<file path="src/wec_pkg.sv">
package wec_pkg;

    // Block sizes
    localparam int FRAME_LENGTH   = 480;
    localparam int HISTORY_LENGTH = 1920;
    localparam int TAP_COUNT      = 480;

    localparam int HAW  = $clog2(HISTORY_LENGTH);
    localparam int HAW1 = HAW + 1;
    localparam int TCW  = $clog2(TAP_COUNT + 1);
    localparam int WAW  = $clog2(TAP_COUNT);

    // Iterative divider sizes
    localparam int DIV_NW = 48;
    localparam int DIV_DW = 32;
    localparam int DIV_CW = $clog2(DIV_NW);

    // Tap weights: Q16 of 10/(10+j)
    localparam int W_W        = 17;
    localparam int WEIGHT_NUM = 655360;
    localparam int WEIGHT_D0  = 10;
    localparam int WDW        = $clog2(WEIGHT_D0 + TAP_COUNT + 1);

    // Fixed-point constants
    localparam int EPS_Q30    = 107374;
    localparam int GMIN_Q15   = 3277;
    localparam int GSPAN_Q15  = 22938;
    localparam int RATE_Q15   = 9830;
    localparam int CORR_MIN   = 328;
    localparam int SUPP_Y_MIN = 327;
    localparam int SUPP_E_MIN = 1638;
    localparam int SUPP_DIV   = 5;

    // Divide by five as a multiply by ceil(2^18 / 5) and a shift, exact for 17-bit inputs
    localparam int SUPP_RECIP = 52429;
    localparam int SUPP_SHIFT = 18;

    typedef enum logic [1:0] {
        OP_PUSH  = 2'd0,
        OP_NEAR  = 2'd1,
        OP_CLEAR = 2'd2,
        OP_SPARE = 2'd3
    } op_t;

    typedef enum logic [4:0] {
        ST_CLEAR,
        ST_WF_START,
        ST_WF_WAIT,
        ST_IDLE,
        ST_MAC,
        ST_E_START,
        ST_E_WAIT,
        ST_MUL_EE,
        ST_MUL_XE,
        ST_C_START,
        ST_C_WAIT,
        ST_GAIN_MUL,
        ST_GAIN,
        ST_MUL_EG,
        ST_E2,
        ST_MUL_ERR,
        ST_MUL_RATE,
        ST_D_START,
        ST_D_WAIT,
        ST_E3,
        ST_Y,
        ST_S_START,
        ST_OUT
    } state_t;

    typedef enum logic [4:0] {
        CMD_NONE,
        CMD_CLEAR,
        CMD_WF_START,
        CMD_WF_WAIT,
        CMD_MAC,
        CMD_E_START,
        CMD_E_WAIT,
        CMD_MUL_EE,
        CMD_MUL_XE,
        CMD_C_START,
        CMD_C_WAIT,
        CMD_GAIN_MUL,
        CMD_GAIN,
        CMD_MUL_EG,
        CMD_E2,
        CMD_MUL_ERR,
        CMD_MUL_RATE,
        CMD_D_START,
        CMD_D_WAIT,
        CMD_E3,
        CMD_Y,
        CMD_S_START,
        CMD_OUT
    } cmd_t;

    typedef struct packed {
        cmd_t cmd;
        logic accept;
    } ctl_t;

    typedef struct packed {
        logic clr_last;
        logic wf_last;
        logic mac_done;
        logic div_done;
        logic corr_pass;
        logic out_free;
    } stat_t;

endpackage

</file>
<file path="src/wec_ctrl.sv">
module wec_ctrl (
    input  logic           clk,
    input  logic           rst_n,
    input  logic           in_valid,
    output logic           in_stall,
    input  logic [1:0]     op,
    input  wec_pkg::stat_t stat,
    output wec_pkg::ctl_t  ctl
);
    import wec_pkg::*;

    state_t state_reg;
    state_t state_next;
    logic   wready_reg;

    // State register and weight-table ready flag
    always_ff @(posedge clk or negedge rst_n)
    begin
        if (!rst_n)
        begin
            state_reg  <= ST_CLEAR;
            wready_reg <= 1'b0;
        end
        else
        begin
            state_reg <= state_next;
            if ((state_reg == ST_WF_WAIT) && stat.div_done && stat.wf_last)
                wready_reg <= 1'b1;
        end
    end

    // Next state
    always_comb
    begin
        state_next = state_reg;
        unique case (state_reg)
            ST_CLEAR:
            begin
                if (stat.clr_last)
                    state_next = wready_reg ? ST_IDLE : ST_WF_START;
            end
            ST_WF_START: state_next = ST_WF_WAIT;
            ST_WF_WAIT:
            begin
                if (stat.div_done)
                    state_next = stat.wf_last ? ST_IDLE : ST_WF_START;
            end
            ST_IDLE:
            begin
                if (in_valid)
                begin
                    unique case (op)
                        OP_NEAR:  state_next = ST_MAC;
                        OP_CLEAR: state_next = ST_CLEAR;
                        default:  state_next = ST_IDLE;
                    endcase
                end
            end
            ST_MAC:
            begin
                if (stat.mac_done)
                    state_next = ST_E_START;
            end
            ST_E_START: state_next = ST_E_WAIT;
            ST_E_WAIT:
            begin
                if (stat.div_done)
                    state_next = ST_MUL_EE;
            end
            ST_MUL_EE: state_next = ST_MUL_XE;
            ST_MUL_XE: state_next = stat.corr_pass ? ST_C_START : ST_MUL_EG;
            ST_C_START: state_next = ST_C_WAIT;
            ST_C_WAIT:
            begin
                if (stat.div_done)
                    state_next = ST_GAIN_MUL;
            end
            ST_GAIN_MUL: state_next = ST_GAIN;
            ST_GAIN:     state_next = ST_MUL_EG;
            ST_MUL_EG:   state_next = ST_E2;
            ST_E2:       state_next = ST_MUL_ERR;
            ST_MUL_ERR:  state_next = ST_MUL_RATE;
            ST_MUL_RATE: state_next = ST_D_START;
            ST_D_START:  state_next = ST_D_WAIT;
            ST_D_WAIT:
            begin
                if (stat.div_done)
                    state_next = ST_E3;
            end
            ST_E3:      state_next = ST_Y;
            ST_Y:       state_next = ST_S_START;
            ST_S_START: state_next = ST_OUT;
            ST_OUT:
            begin
                if (stat.out_free)
                    state_next = ST_IDLE;
            end
            default: state_next = ST_IDLE;
        endcase
    end

    // Commands to the datapath
    always_comb
    begin
        in_stall   = (state_reg != ST_IDLE);
        ctl.accept = (state_reg == ST_IDLE) && in_valid;
        unique case (state_reg)
            ST_CLEAR:    ctl.cmd = CMD_CLEAR;
            ST_WF_START: ctl.cmd = CMD_WF_START;
            ST_WF_WAIT:  ctl.cmd = CMD_WF_WAIT;
            ST_MAC:      ctl.cmd = CMD_MAC;
            ST_E_START:  ctl.cmd = CMD_E_START;
            ST_E_WAIT:   ctl.cmd = CMD_E_WAIT;
            ST_MUL_EE:   ctl.cmd = CMD_MUL_EE;
            ST_MUL_XE:   ctl.cmd = CMD_MUL_XE;
            ST_C_START:  ctl.cmd = CMD_C_START;
            ST_C_WAIT:   ctl.cmd = CMD_C_WAIT;
            ST_GAIN_MUL: ctl.cmd = CMD_GAIN_MUL;
            ST_GAIN:     ctl.cmd = CMD_GAIN;
            ST_MUL_EG:   ctl.cmd = CMD_MUL_EG;
            ST_E2:       ctl.cmd = CMD_E2;
            ST_MUL_ERR:  ctl.cmd = CMD_MUL_ERR;
            ST_MUL_RATE: ctl.cmd = CMD_MUL_RATE;
            ST_D_START:  ctl.cmd = CMD_D_START;
            ST_D_WAIT:   ctl.cmd = CMD_D_WAIT;
            ST_E3:       ctl.cmd = CMD_E3;
            ST_Y:        ctl.cmd = CMD_Y;
            ST_S_START:  ctl.cmd = CMD_S_START;
            ST_OUT:      ctl.cmd = CMD_OUT;
            default:     ctl.cmd = CMD_NONE;
        endcase
    end

endmodule

</file>
<file path="config.mk">
export PLATFORM = sky130hd
export DESIGN_NAME = wec_ctrl
export DESIGN_NICKNAME = d
export VERILOG_FILES = /design/src/wec_pkg.sv /design/src/wec_ctrl.sv
export SDC_FILE = /design/constraint.sdc
export NUM_CORES = 1
export LEC_CHECK = 0
export ABC_CLOCK_PERIOD_IN_PS = 2750
export BUFFER_PORTS_ARGS = -buffer_cell sky130_fd_sc_hd__buf_2
export CAP_MARGIN = 15
export CORE_UTILIZATION = 40
export CTS_CLUSTER_DIAMETER = 50
export DETAILED_ROUTE_END_ITERATION = 16
export PLACE_DENSITY_LB_ADDON = 0.05
export SLEW_MARGIN = 20
export SYNTH_ARGS = -nofsm -noshare
export SYNTH_HDL_FRONTEND = slang
export SYNTH_SLANG_ARGS = --single-unit
</file>
<file path="constraint.sdc">
create_clock -name clk -period 2.75 [get_ports clk]
set_input_delay 0.6875 -clock clk [delete_from_list [all_inputs] [get_ports clk]]
set_output_delay 0.6875 -clock clk [all_outputs]
set_load 0.01 [all_outputs]
</file>
==> results.cfg, run 1 <==
[critical_path]
path_max_fanout = 13
cp-startpoint = state_reg[0]
worst_ep_arrival_time_ns = 1.84
endpoint_kind = output pin
critPathKind = flip-flop to output pin
critPathRequiredTime_ns = 2.06
start_kind = flip-flop
r2r_start = state_reg[0]

[sta]
period_share_pct = 91.7
max_slew_margin_pct = 48.7
hold_viol = 0
layout_min_cycle_time_ns = 2.52
slew_violations = 0
fin_skew_ns = 0.00304
setup_viol = 0
rsz0062_at_grt = false
worst_pin_slew_ns = 0.769
timing.final.ws_setup_ns = 0.227
finalSetupTns_ns = 0
fmax_mhz = 396

[floorplan]
pin_count = 18
die-area_mm2 = 0.00232
core_area_mm2 = 0.00198
initial_core_util_pct = 42.9
die_h_um = 48.1
chipWidth_um = 48.1
rows = 16

[cts]
cts_hold_buf = 0
cts_buffers = 3
cts_setup_buffers = 0
cts.path.max_buffers = 2
htree_levels = 1
ctsRootBufferMaster = clkbuf_4
clk_pin_slew_ns = 0.04
worstSkewPairLatency_ns = 0.23
clkSinkCount = 6
cts_tree = done
ctsResizeCount = 0

[place]
hpwl_um = 1590
gp_congestion = 0.849
port_buffers = 17
preCtsSetupSlack_ns = 0.487

[synthesis]
ys.warnings.count = 0
syn_nets = 129
async_reset_ff_share_pct = 100
ys_types = 43
syn_avg_cell_area_um2 = 7.60
synth_ff_type = dfrtp_1
synth_edf_count = 0
ys_seq_elements = 6
ys_seq_area_share_pct = 17.6
synthesis.area_um2 = 851
syn_inst = 112

[job]
maxCapViolCount = 0

[global_routing]
antenna_found_initial = 0
grt_usage_pct = 23.0
globalRouteOverflowTotal = 0
grt_max_degree = 28
grt_pass1_wl_um = 3640
grt_pass1_vias = 785

[routing]
drcViolationCount = 0
drt_first_pass_iters = 4
routed_wl_um = 2120
wire_per_inst_um = 14.1
vias_per_cell = 5.99
ant_nets = 0
via_count = 899
drt_iter0_drc = 33

[final_layout]
largest_reg_flops = 5
syn_to_final_growth_pct = 11.2
antennaDiodeCount = 0
nets = 142
final_common_cell = buf_2
final_cell_mix = 17 x buf_2, 10 x nor2_1, 8 x o21ai_0
drive_gt1_share_pct = 20.3

[outcome]
status = finished clean

[power]
powerDensity_mw_per_mm2 = 1130
ir_drop_mv = 0.678
leakagePower_nw = 0.413

[worst_hold_path]
hold_path_class = input pin to asynchronous set/reset pin
report_power, final:
part / internal [mW] / switching (mW) / total (mW)
combinational: 0.346 / 0.402 / 0.749
clock: 0.0490 / 0.0259 / 0.0749
sequential: 0.128 / 0.118 / 0.246
total: 0.523 / 0.546 / 1.07
cell usage after synthesis, drive strengths merged, types with 2 or more instances:
library cell / number / area, um2
nor2: 10 / 37.5
buf: 8 / 50.1
o21ai: 8 / 40.0
a31oi: 7 / 43.8
nand2: 7 / 26.3
dfrtp: 6 / 150
ha: 6 / 75.1
inv: 6 / 22.5
a21oi: 4 / 20.0
nor2b: 4 / 25.0
and2: 3 / 18.8
clkbuf: 3 / 11.3
nand2b: 3 / 18.8
o21a: 3 / 22.5
a211oi: 2 / 15.0
a22oi: 2 / 15.0
a32o: 2 / 20.0
a32oi: 2 / 17.5
mux2i: 2 / 20.0
nand4: 2 / 12.5
nor3b: 2 / 15.0
nor4b: 2 / 23.8
o31ai: 2 / 15.0
metrics by stage:
step                power, mW  instances  util (%)  hold WS [ns]  cell area, um2
finish                   1.07        150      47.7         0.263             946
global route             1.19        150      47.7         0.270             946
CTS                      1.07        150      47.7         0.256             946
detailed placement      0.987        147      46.6         0.513             923
global placement        0.990        147      46.6         0.511             923
floorplan               0.815        112         -         0.392             851
path summary, 6_finish.rpt:
check / to / slack [ns] / depth (start not counted)
max: ctl[2] / 0.23 / 7
min: wready_reg / 0.26 / 1
max reg2reg: state_reg[1] / 0.53 / 6
min reg2reg: wready_reg / 0.54 / 1
max in group asynchronous: state_reg[4] / 2.35 / 1
min in group clk: wready_reg / 0.54 / 1
area by class of cell:
| type | instances | area, um2 |
|---|---|---|
| Clock buffer | 3 | 22.5 |
| Fill cell | 202 | 1040 |
| Inverter | 6 | 22.5 |
| Multi-Input combinational cell | 89 | 617 |
| Sequential cell | 6 | 150 |
| Tap cell | 27 | 33.8 |
| Timing Repair Buffer | 19 | 100 |
layer usage:
layer  part of all wire (%)  track usage (%)
met3                    2.0             2.96
met4                      0             10.0
met5                      0                0
met2                     50             33.2
met1                     48             34.0
cells by family (layout without fill, tap and decap cells):
kind of cell / after synthesis / in the layout / synth area share (%)
muxes: 2 / 2 / 2.35
and+or+nand+nor: 41 / 41 / 28.5
buffers and inverters: 17 / 28 / 9.85
AOI/OAI and AO/OA: 40 / 40 / 32.8
adders and majority gates: 6 / 6 / 8.82
DFF: 6 / 6 / 17.6
critical path, stage by stage (launching register included):
cell and delay [ns]:
dfrtp_1 0.44, inv_1 0.15, ha_1 0.42, nand2_1 0.09, o21ai_0 0.10, a22oi_1 0.10, o21ai_0 0.16, buf_2 0.16
Power figures use the tool's default switching activity.
==> inputs of run 2 (changes only) <==
--- a/config.mk
+++ b/config.mk
@@ -5,6 +5,7 @@
 export SDC_FILE = /design/constraint.sdc
 export NUM_CORES = 1
 export LEC_CHECK = 0
+export ABC_AREA = 1
 export ABC_CLOCK_PERIOD_IN_PS = 2750
 export BUFFER_PORTS_ARGS = -buffer_cell sky130_fd_sc_hd__buf_2
 export CAP_MARGIN = 15
==> run 2 against run 1 <==
  * Synthesized cell count grew 27%
  * Highest routed layer is now met4
  * Clock power up 11%
  * Area after synthesis increased by 8.8%
  * Critical path type unchanged
  * Cell count grew 23%
  * Largest cell class unchanged
==> results.cfg, run 2 <==
[outcome]
status = finished clean

[final_layout]
largest_reg_flops = 5
drive_gt1_share_pct = 26.1
syn_to_final_growth_pct = 9.32
final_common_cell = nand2_1
antennaDiodeCount = 0
nets = 176
final_cell_mix = 34 x nand2_1, 21 x nor2_1, 21 x nand3_1
stdcell_count = 185

[synthesis]
synth_edf_count = 0
synthesis.area_um2 = 926
async_reset_ff_share_pct = 100
synth_ff_type = dfrtp_1
ys_seq_elements = 6
post-synth-top-count-cell = nand2_1
ys_types = 26
synth_commonest_cells = 34 x nand2_1, 21 x nand3_1, 21 x nor2_1
syn_avg_cell_area_um2 = 6.52
synth_top_area_share_pct = 16.2
synth_area_leaders = dfrtp_1 16%, nand2_1 14%, nand3_1 11%
syn_inst = 142
ys.warnings.count = 0
netlist.top_cell.by_area = dfrtp_1
syn_nets = 159
ys_seq_area_share_pct = 16.2

[critical_path]
r2r_start = state_reg[0]
path_max_fanout = 7
critPathRequiredTime_ns = 2.06
slowest_stage = dfrtp_1
cpLargestDelayFamily = flip-flops
rr_worst_depth = 11
endpoint_kind = output pin
rrSetupSlack_ns = 0.92
cp_cell_sequence = inv_4 > nor2_4 > nand3_1 > o211ai_1 > buf_2
path_buf_inv = 2
cpPeakStageDelay_ns = 0.66
critPathKind = flip-flop to output pin
start_kind = flip-flop
r2r_end = state_reg[1]
worst_ep_arrival_time_ns = 1.64

[floorplan]
core_area_mm2 = 0.00219
initial_core_util_pct = 42.3
chipWidth_um = 50.1
die_h_um = 50.1
rows = 17
pin_count = 18
die-area_mm2 = 0.00251

[cts]
ctsResizeCount = 0
htree_levels = 1
cts.path.max_buffers = 2
cts_buffers = 3
cts_hold_buf = 0
ctsRootBufferMaster = clkbuf_4
cts_setup_buffers = 0
cts_tree = done
clk_pin_slew_ns = 0.05
worstSkewPairLatency_ns = 0.24
clkSinkCount = 6

[routing]
ant_nets = 0
wl_met1_um = 1090
drcViolationCount = 0
dr_wl_met2_um = 1050
met3_length_um = 116
routed_wl_um = 2290
wire_per_inst_um = 12.4
highest_layer = met4
drt_first_pass_iters = 5
vias_per_cell = 5.11
via_count = 945
drt_iter0_drc = 20

[power]
swShare_pct = 57.6
powerDensity_mw_per_mm2 = 1120
leakagePower_nw = 0.566
seqPwrFrac_pct = 19.8
pwr-share-clk_pct = 7.3
power.switching_uw = 654
pwr-share-comb_pct = 72.9
p_int_uw = 482
ir_drop_mv = 0.504

[sta]
hold_viol = 0
setup_viol = 0
slew_violations = 0
holdWs_ns = 0.260
worst_pin_slew_ns = 0.705
rsz0062_at_grt = false
max_slew_margin_pct = 53.0
layout_min_cycle_time_ns = 2.33
fin_skew_ns = 0.00135
period_share_pct = 84.8
finalSetupTns_ns = 0
fmax_mhz = 429

[global_routing]
antenna_found_initial = 0
globalRouteOverflowTotal = 0
grt_max_degree = 19
grt_pass1_wl_um = 3820
grt_usage_pct = 19.8
grt_pass1_vias = 829

[place]
gp_congestion = 0.878
dp.cells = 182
hpwl_um = 1780
port_buffers = 17

[worst_hold_path]
hold_path_class = input pin to asynchronous set/reset pin

[job]
maxCapViolCount = 0
-- run 2: changes by cell type after synthesis, moves of 4 or more --
| cell | delta |
|---|---|
| a31oi_1 | -7 |
| buf_2 | -4 |
| nand2_1 | +27 |
| nand2_2 | +5 |
| nand3_1 | +20 |
| nor2_1 | +11 |
| nor2_4 | +4 |
| nor2b_1 | -4 |
| o21ai_0 | -5 |
-- run 2: layout make-up --
cell class / count / area (um2)
Clock buffer: 3 / 22.5
Fill cell: 234 / 1180
Inverter: 14 / 65.1
Multi-Input combinational cell: 117 / 654
Sequential cell: 6 / 150
Tap cell: 28 / 35.0
Timing Repair Buffer: 17 / 85.1
-- run 2: logic make-up after synthesis --
logic type / count (synthesis) / synth area share, %
flops: 6 / 16.2
buf+inv: 19 / 13.1
compound gates: 19 / 12.8
simple gates: 92 / 49.7
fa+ha+maj: 6 / 8.11
-- run 2: routing by layer --
layer  up-vias  GRT usage, %
met5         -             0
met4         0          5.71
met3         4          3.09
met2        33          29.6
met1       411          28.7
li1        497             -
-- run 2: per-stage QoR --
stage | cell area [um2] | total power, mW | util (%) | worst slack (ns)
finish | 1010 | 1.14 | 46.2 | 0.418
global route | 1010 | 1.25 | 46.2 | 0.298
CTS | 1010 | 1.14 | 46.2 | 0.414
detailed placement | 990 | 1.05 | 45.2 | 0.679
global placement | 990 | 1.05 | 45.2 | 0.738
floorplan | 926 | 0.886 | - | 0.928
-- run 2: worst max-delay path by stage --
stage            startpoint  endpoint  slack [ns]  depth (start not counted)
6_report       state_reg[2]    ctl[1]        0.42                          5
2_1_floorplan  state_reg[1]    ctl[0]        0.93                          5
4_1_cts        state_reg[2]    ctl[1]        0.41                          5
5_1_grt        state_reg[2]    ctl[1]        0.30                          5
3_3_place_gp   state_reg[2]    ctl[1]        0.74                          5
3_5_place_dp   state_reg[2]    ctl[1]        0.68                          5
-- run 2: power groups by stage --
stage / Clock, mW / Sequential [mW] / Combinational, mW
2_1_floorplan: 0 / 0.154 / 0.733
3_3_place_gp: 0 / 0.225 / 0.830
3_5_place_dp: 0 / 0.227 / 0.827
4_1_cts: 0.0854 / 0.225 / 0.831
5_1_grt: 0.0895 / 0.233 / 0.932
6_report: 0.0833 / 0.225 / 0.828
==> inputs of run 3 (changes only) <==
--- a/config.mk
+++ b/config.mk
@@ -6,7 +6,7 @@
 export NUM_CORES = 1
 export LEC_CHECK = 0
 export ABC_AREA = 1
-export ABC_CLOCK_PERIOD_IN_PS = 2750
+export ABC_CLOCK_PERIOD_IN_PS = 2350
 export BUFFER_PORTS_ARGS = -buffer_cell sky130_fd_sc_hd__buf_2
 export CAP_MARGIN = 15
 export CORE_UTILIZATION = 40
==> constraint.sdc (replaced) <==
create_clock -name clk -period 2.35 [get_ports clk]
set_input_delay 0.5875 -clock clk [delete_from_list [all_inputs] [get_ports clk]]
set_output_delay 0.5875 -clock clk [all_outputs]
set_load 0.01 [all_outputs]
==> run 3 against run 2 <==
  * Via count rose by 1.9%
  * Count of clock-buffer cells in the layout unchanged
  * Design area is 0.74% higher
  * Clock skew rose by 0.0011 ns
  * Routed wire length fell by 0.79%
  * Total power is 18% higher
  * Core utilization rose by 0.34 points
  * Setup slack worse by 0.26 ns
  * Critical path depth stayed put
  * Cell count up 0.54%
==> results.cfg, run 3 (synthesis results as in run 2) <==
[power]
power.switching_uw = 766
pwr-share-clk_pct = 7.3
p_int_uw = 575
leakagePower_nw = 0.570
pwr-share-comb_pct = 73.6
seqPwrFrac_pct = 19.1
powerDensity_mw_per_mm2 = 1310
ir_drop_mv = 0.581
swShare_pct = 57.1

[final_layout]
fillers = 234
multiInputGateArea_um2 = 654
final_common_cell = nand2_1
stdcell_count = 186
final_cell_mix = 34 x nand2_1, 21 x nor2_1, 21 x nand3_1
ff_latch_area_um2 = 150
largest_reg_flops = 5
nets = 177
syn_to_final_growth_pct = 10.1
drive_gt1_share_pct = 26.6
antennaDiodeCount = 0

[outcome]
status = finished clean

[sta]
max_slew_margin_pct = 51.3
period_share_pct = 93.4
fmax_mhz = 456
finalSetupTns_ns = 0
timing.final.ws_setup_ns = 0.155
rsz0062_at_grt = false
slew_violations = 0
holdWs_ns = 0.149
fin_skew_ns = 0.00240
layout_min_cycle_time_ns = 2.20
hold_viol = 0
setup_viol = 0
worst_pin_slew_ns = 0.731

[routing]
routed_wl_um = 2270
drt_iter0_drc = 27
drt_first_pass_iters = 4
wire_per_inst_um = 12.2
vias_per_cell = 5.18
drcViolationCount = 0
ant_nets = 0
via_count = 963

[cts]
htree_levels = 1
cts_setup_buffers = 0
clk_pin_slew_ns = 0.05
cts_buffers = 3
worstSkewPairLatency_ns = 0.25
cts_hold_buf = 0
ctsResizeCount = 0
cts_tree = done
clkSinkCount = 6
ctsRootBufferMaster = clkbuf_4
cts.path.max_buffers = 2

[floorplan]
pin_count = 18
chipWidth_um = 50.1
initial_core_util_pct = 42.3
rows = 17
die-area_mm2 = 0.00251
core_area_mm2 = 0.00219
die_h_um = 50.1

[critical_path]
rr_worst_depth = 8
endpoint_kind = output pin
rrSetupSlack_ns = 0.51
r2r_end = state_reg[0]
critPathRequiredTime_ns = 1.76
start_kind = flip-flop
r2r_start = state_reg[4]
path_max_fanout = 7
critPathKind = flip-flop to output pin
worst_ep_arrival_time_ns = 1.61

[job]
maxCapViolCount = 0

[global_routing]
grt_pass1_vias = 808
globalRouteOverflowTotal = 0
grt_max_degree = 19
grt_usage_pct = 19.9
grt_pass1_wl_um = 3730
antenna_found_initial = 0

[place]
preCtsSetupSlack_ns = 0.417
port_buffers = 17
dp.cells = 183
hpwl_um = 1790
gp_congestion = 0.887

[worst_hold_path]
hold_path_class = input pin to asynchronous set/reset pin
-- run 3: worst max path at each step --
stage                       from      to  slack, ns
floorplan           state_reg[1]  ctl[0]       0.63
CTS                 state_reg[2]  ctl[1]       0.15
finish              state_reg[2]  ctl[1]       0.15
detailed placement  state_reg[2]  ctl[1]       0.42
global placement    state_reg[2]  ctl[1]       0.45
global route        state_reg[2]  ctl[1]       0.07
-- run 3: power by group through the flow --
stage / Combinational [mW] / Clock (mW) / Sequential (mW)
6_report: 0.987 / 0.0975 / 0.256
5_1_grt: 1.10 / 0.103 / 0.265
4_1_cts: 0.990 / 0.0990 / 0.256
3_5_place_dp: 0.980 / 0 / 0.257
3_3_place_gp: 0.997 / 0 / 0.256
2_1_floorplan: 0.858 / 0 / 0.180
-- run 3: worst max-delay path, stage by stage (launching register included) --
cell and delay (ns):
dfrtp_1 0.65, inv_4 0.09, nor2_4 0.19, nand3_1 0.15
o211ai_1 0.13, buf_2 0.15
-- run 3: stage by stage --
stage | util, % | instance area, um2 | total power, mW
6_report | 46.5 | 1020 | 1.34
5_1_grt | 46.5 | 1020 | 1.47
4_1_cts | 46.5 | 1020 | 1.35
3_5_place_dp | 45.5 | 997 | 1.24
3_3_place_gp | 45.5 | 997 | 1.25
2_1_floorplan | - | 926 | 1.04
-- run 3: area by class of cell --
cell class / instances / share of cell area (%)
clock buffer: 3 / 2.21
sequential: 6 / 14.7
tap: 28 / 3.44
timing repair buffer: 18 / 9.08
multi-input combinational: 117 / 64.2
inverter: 14 / 6.38
-- run 3: per-layer routing --
layer / routed length (um) / vias up / track usage (%)
met5: 0 / - / 0
met4: 50 / 0 / 10.0
met3: 111 / 7 / 1.85
met2: 1060 / 35 / 32.0
met1: 1050 / 425 / 26.1
li1: - / 496 / -
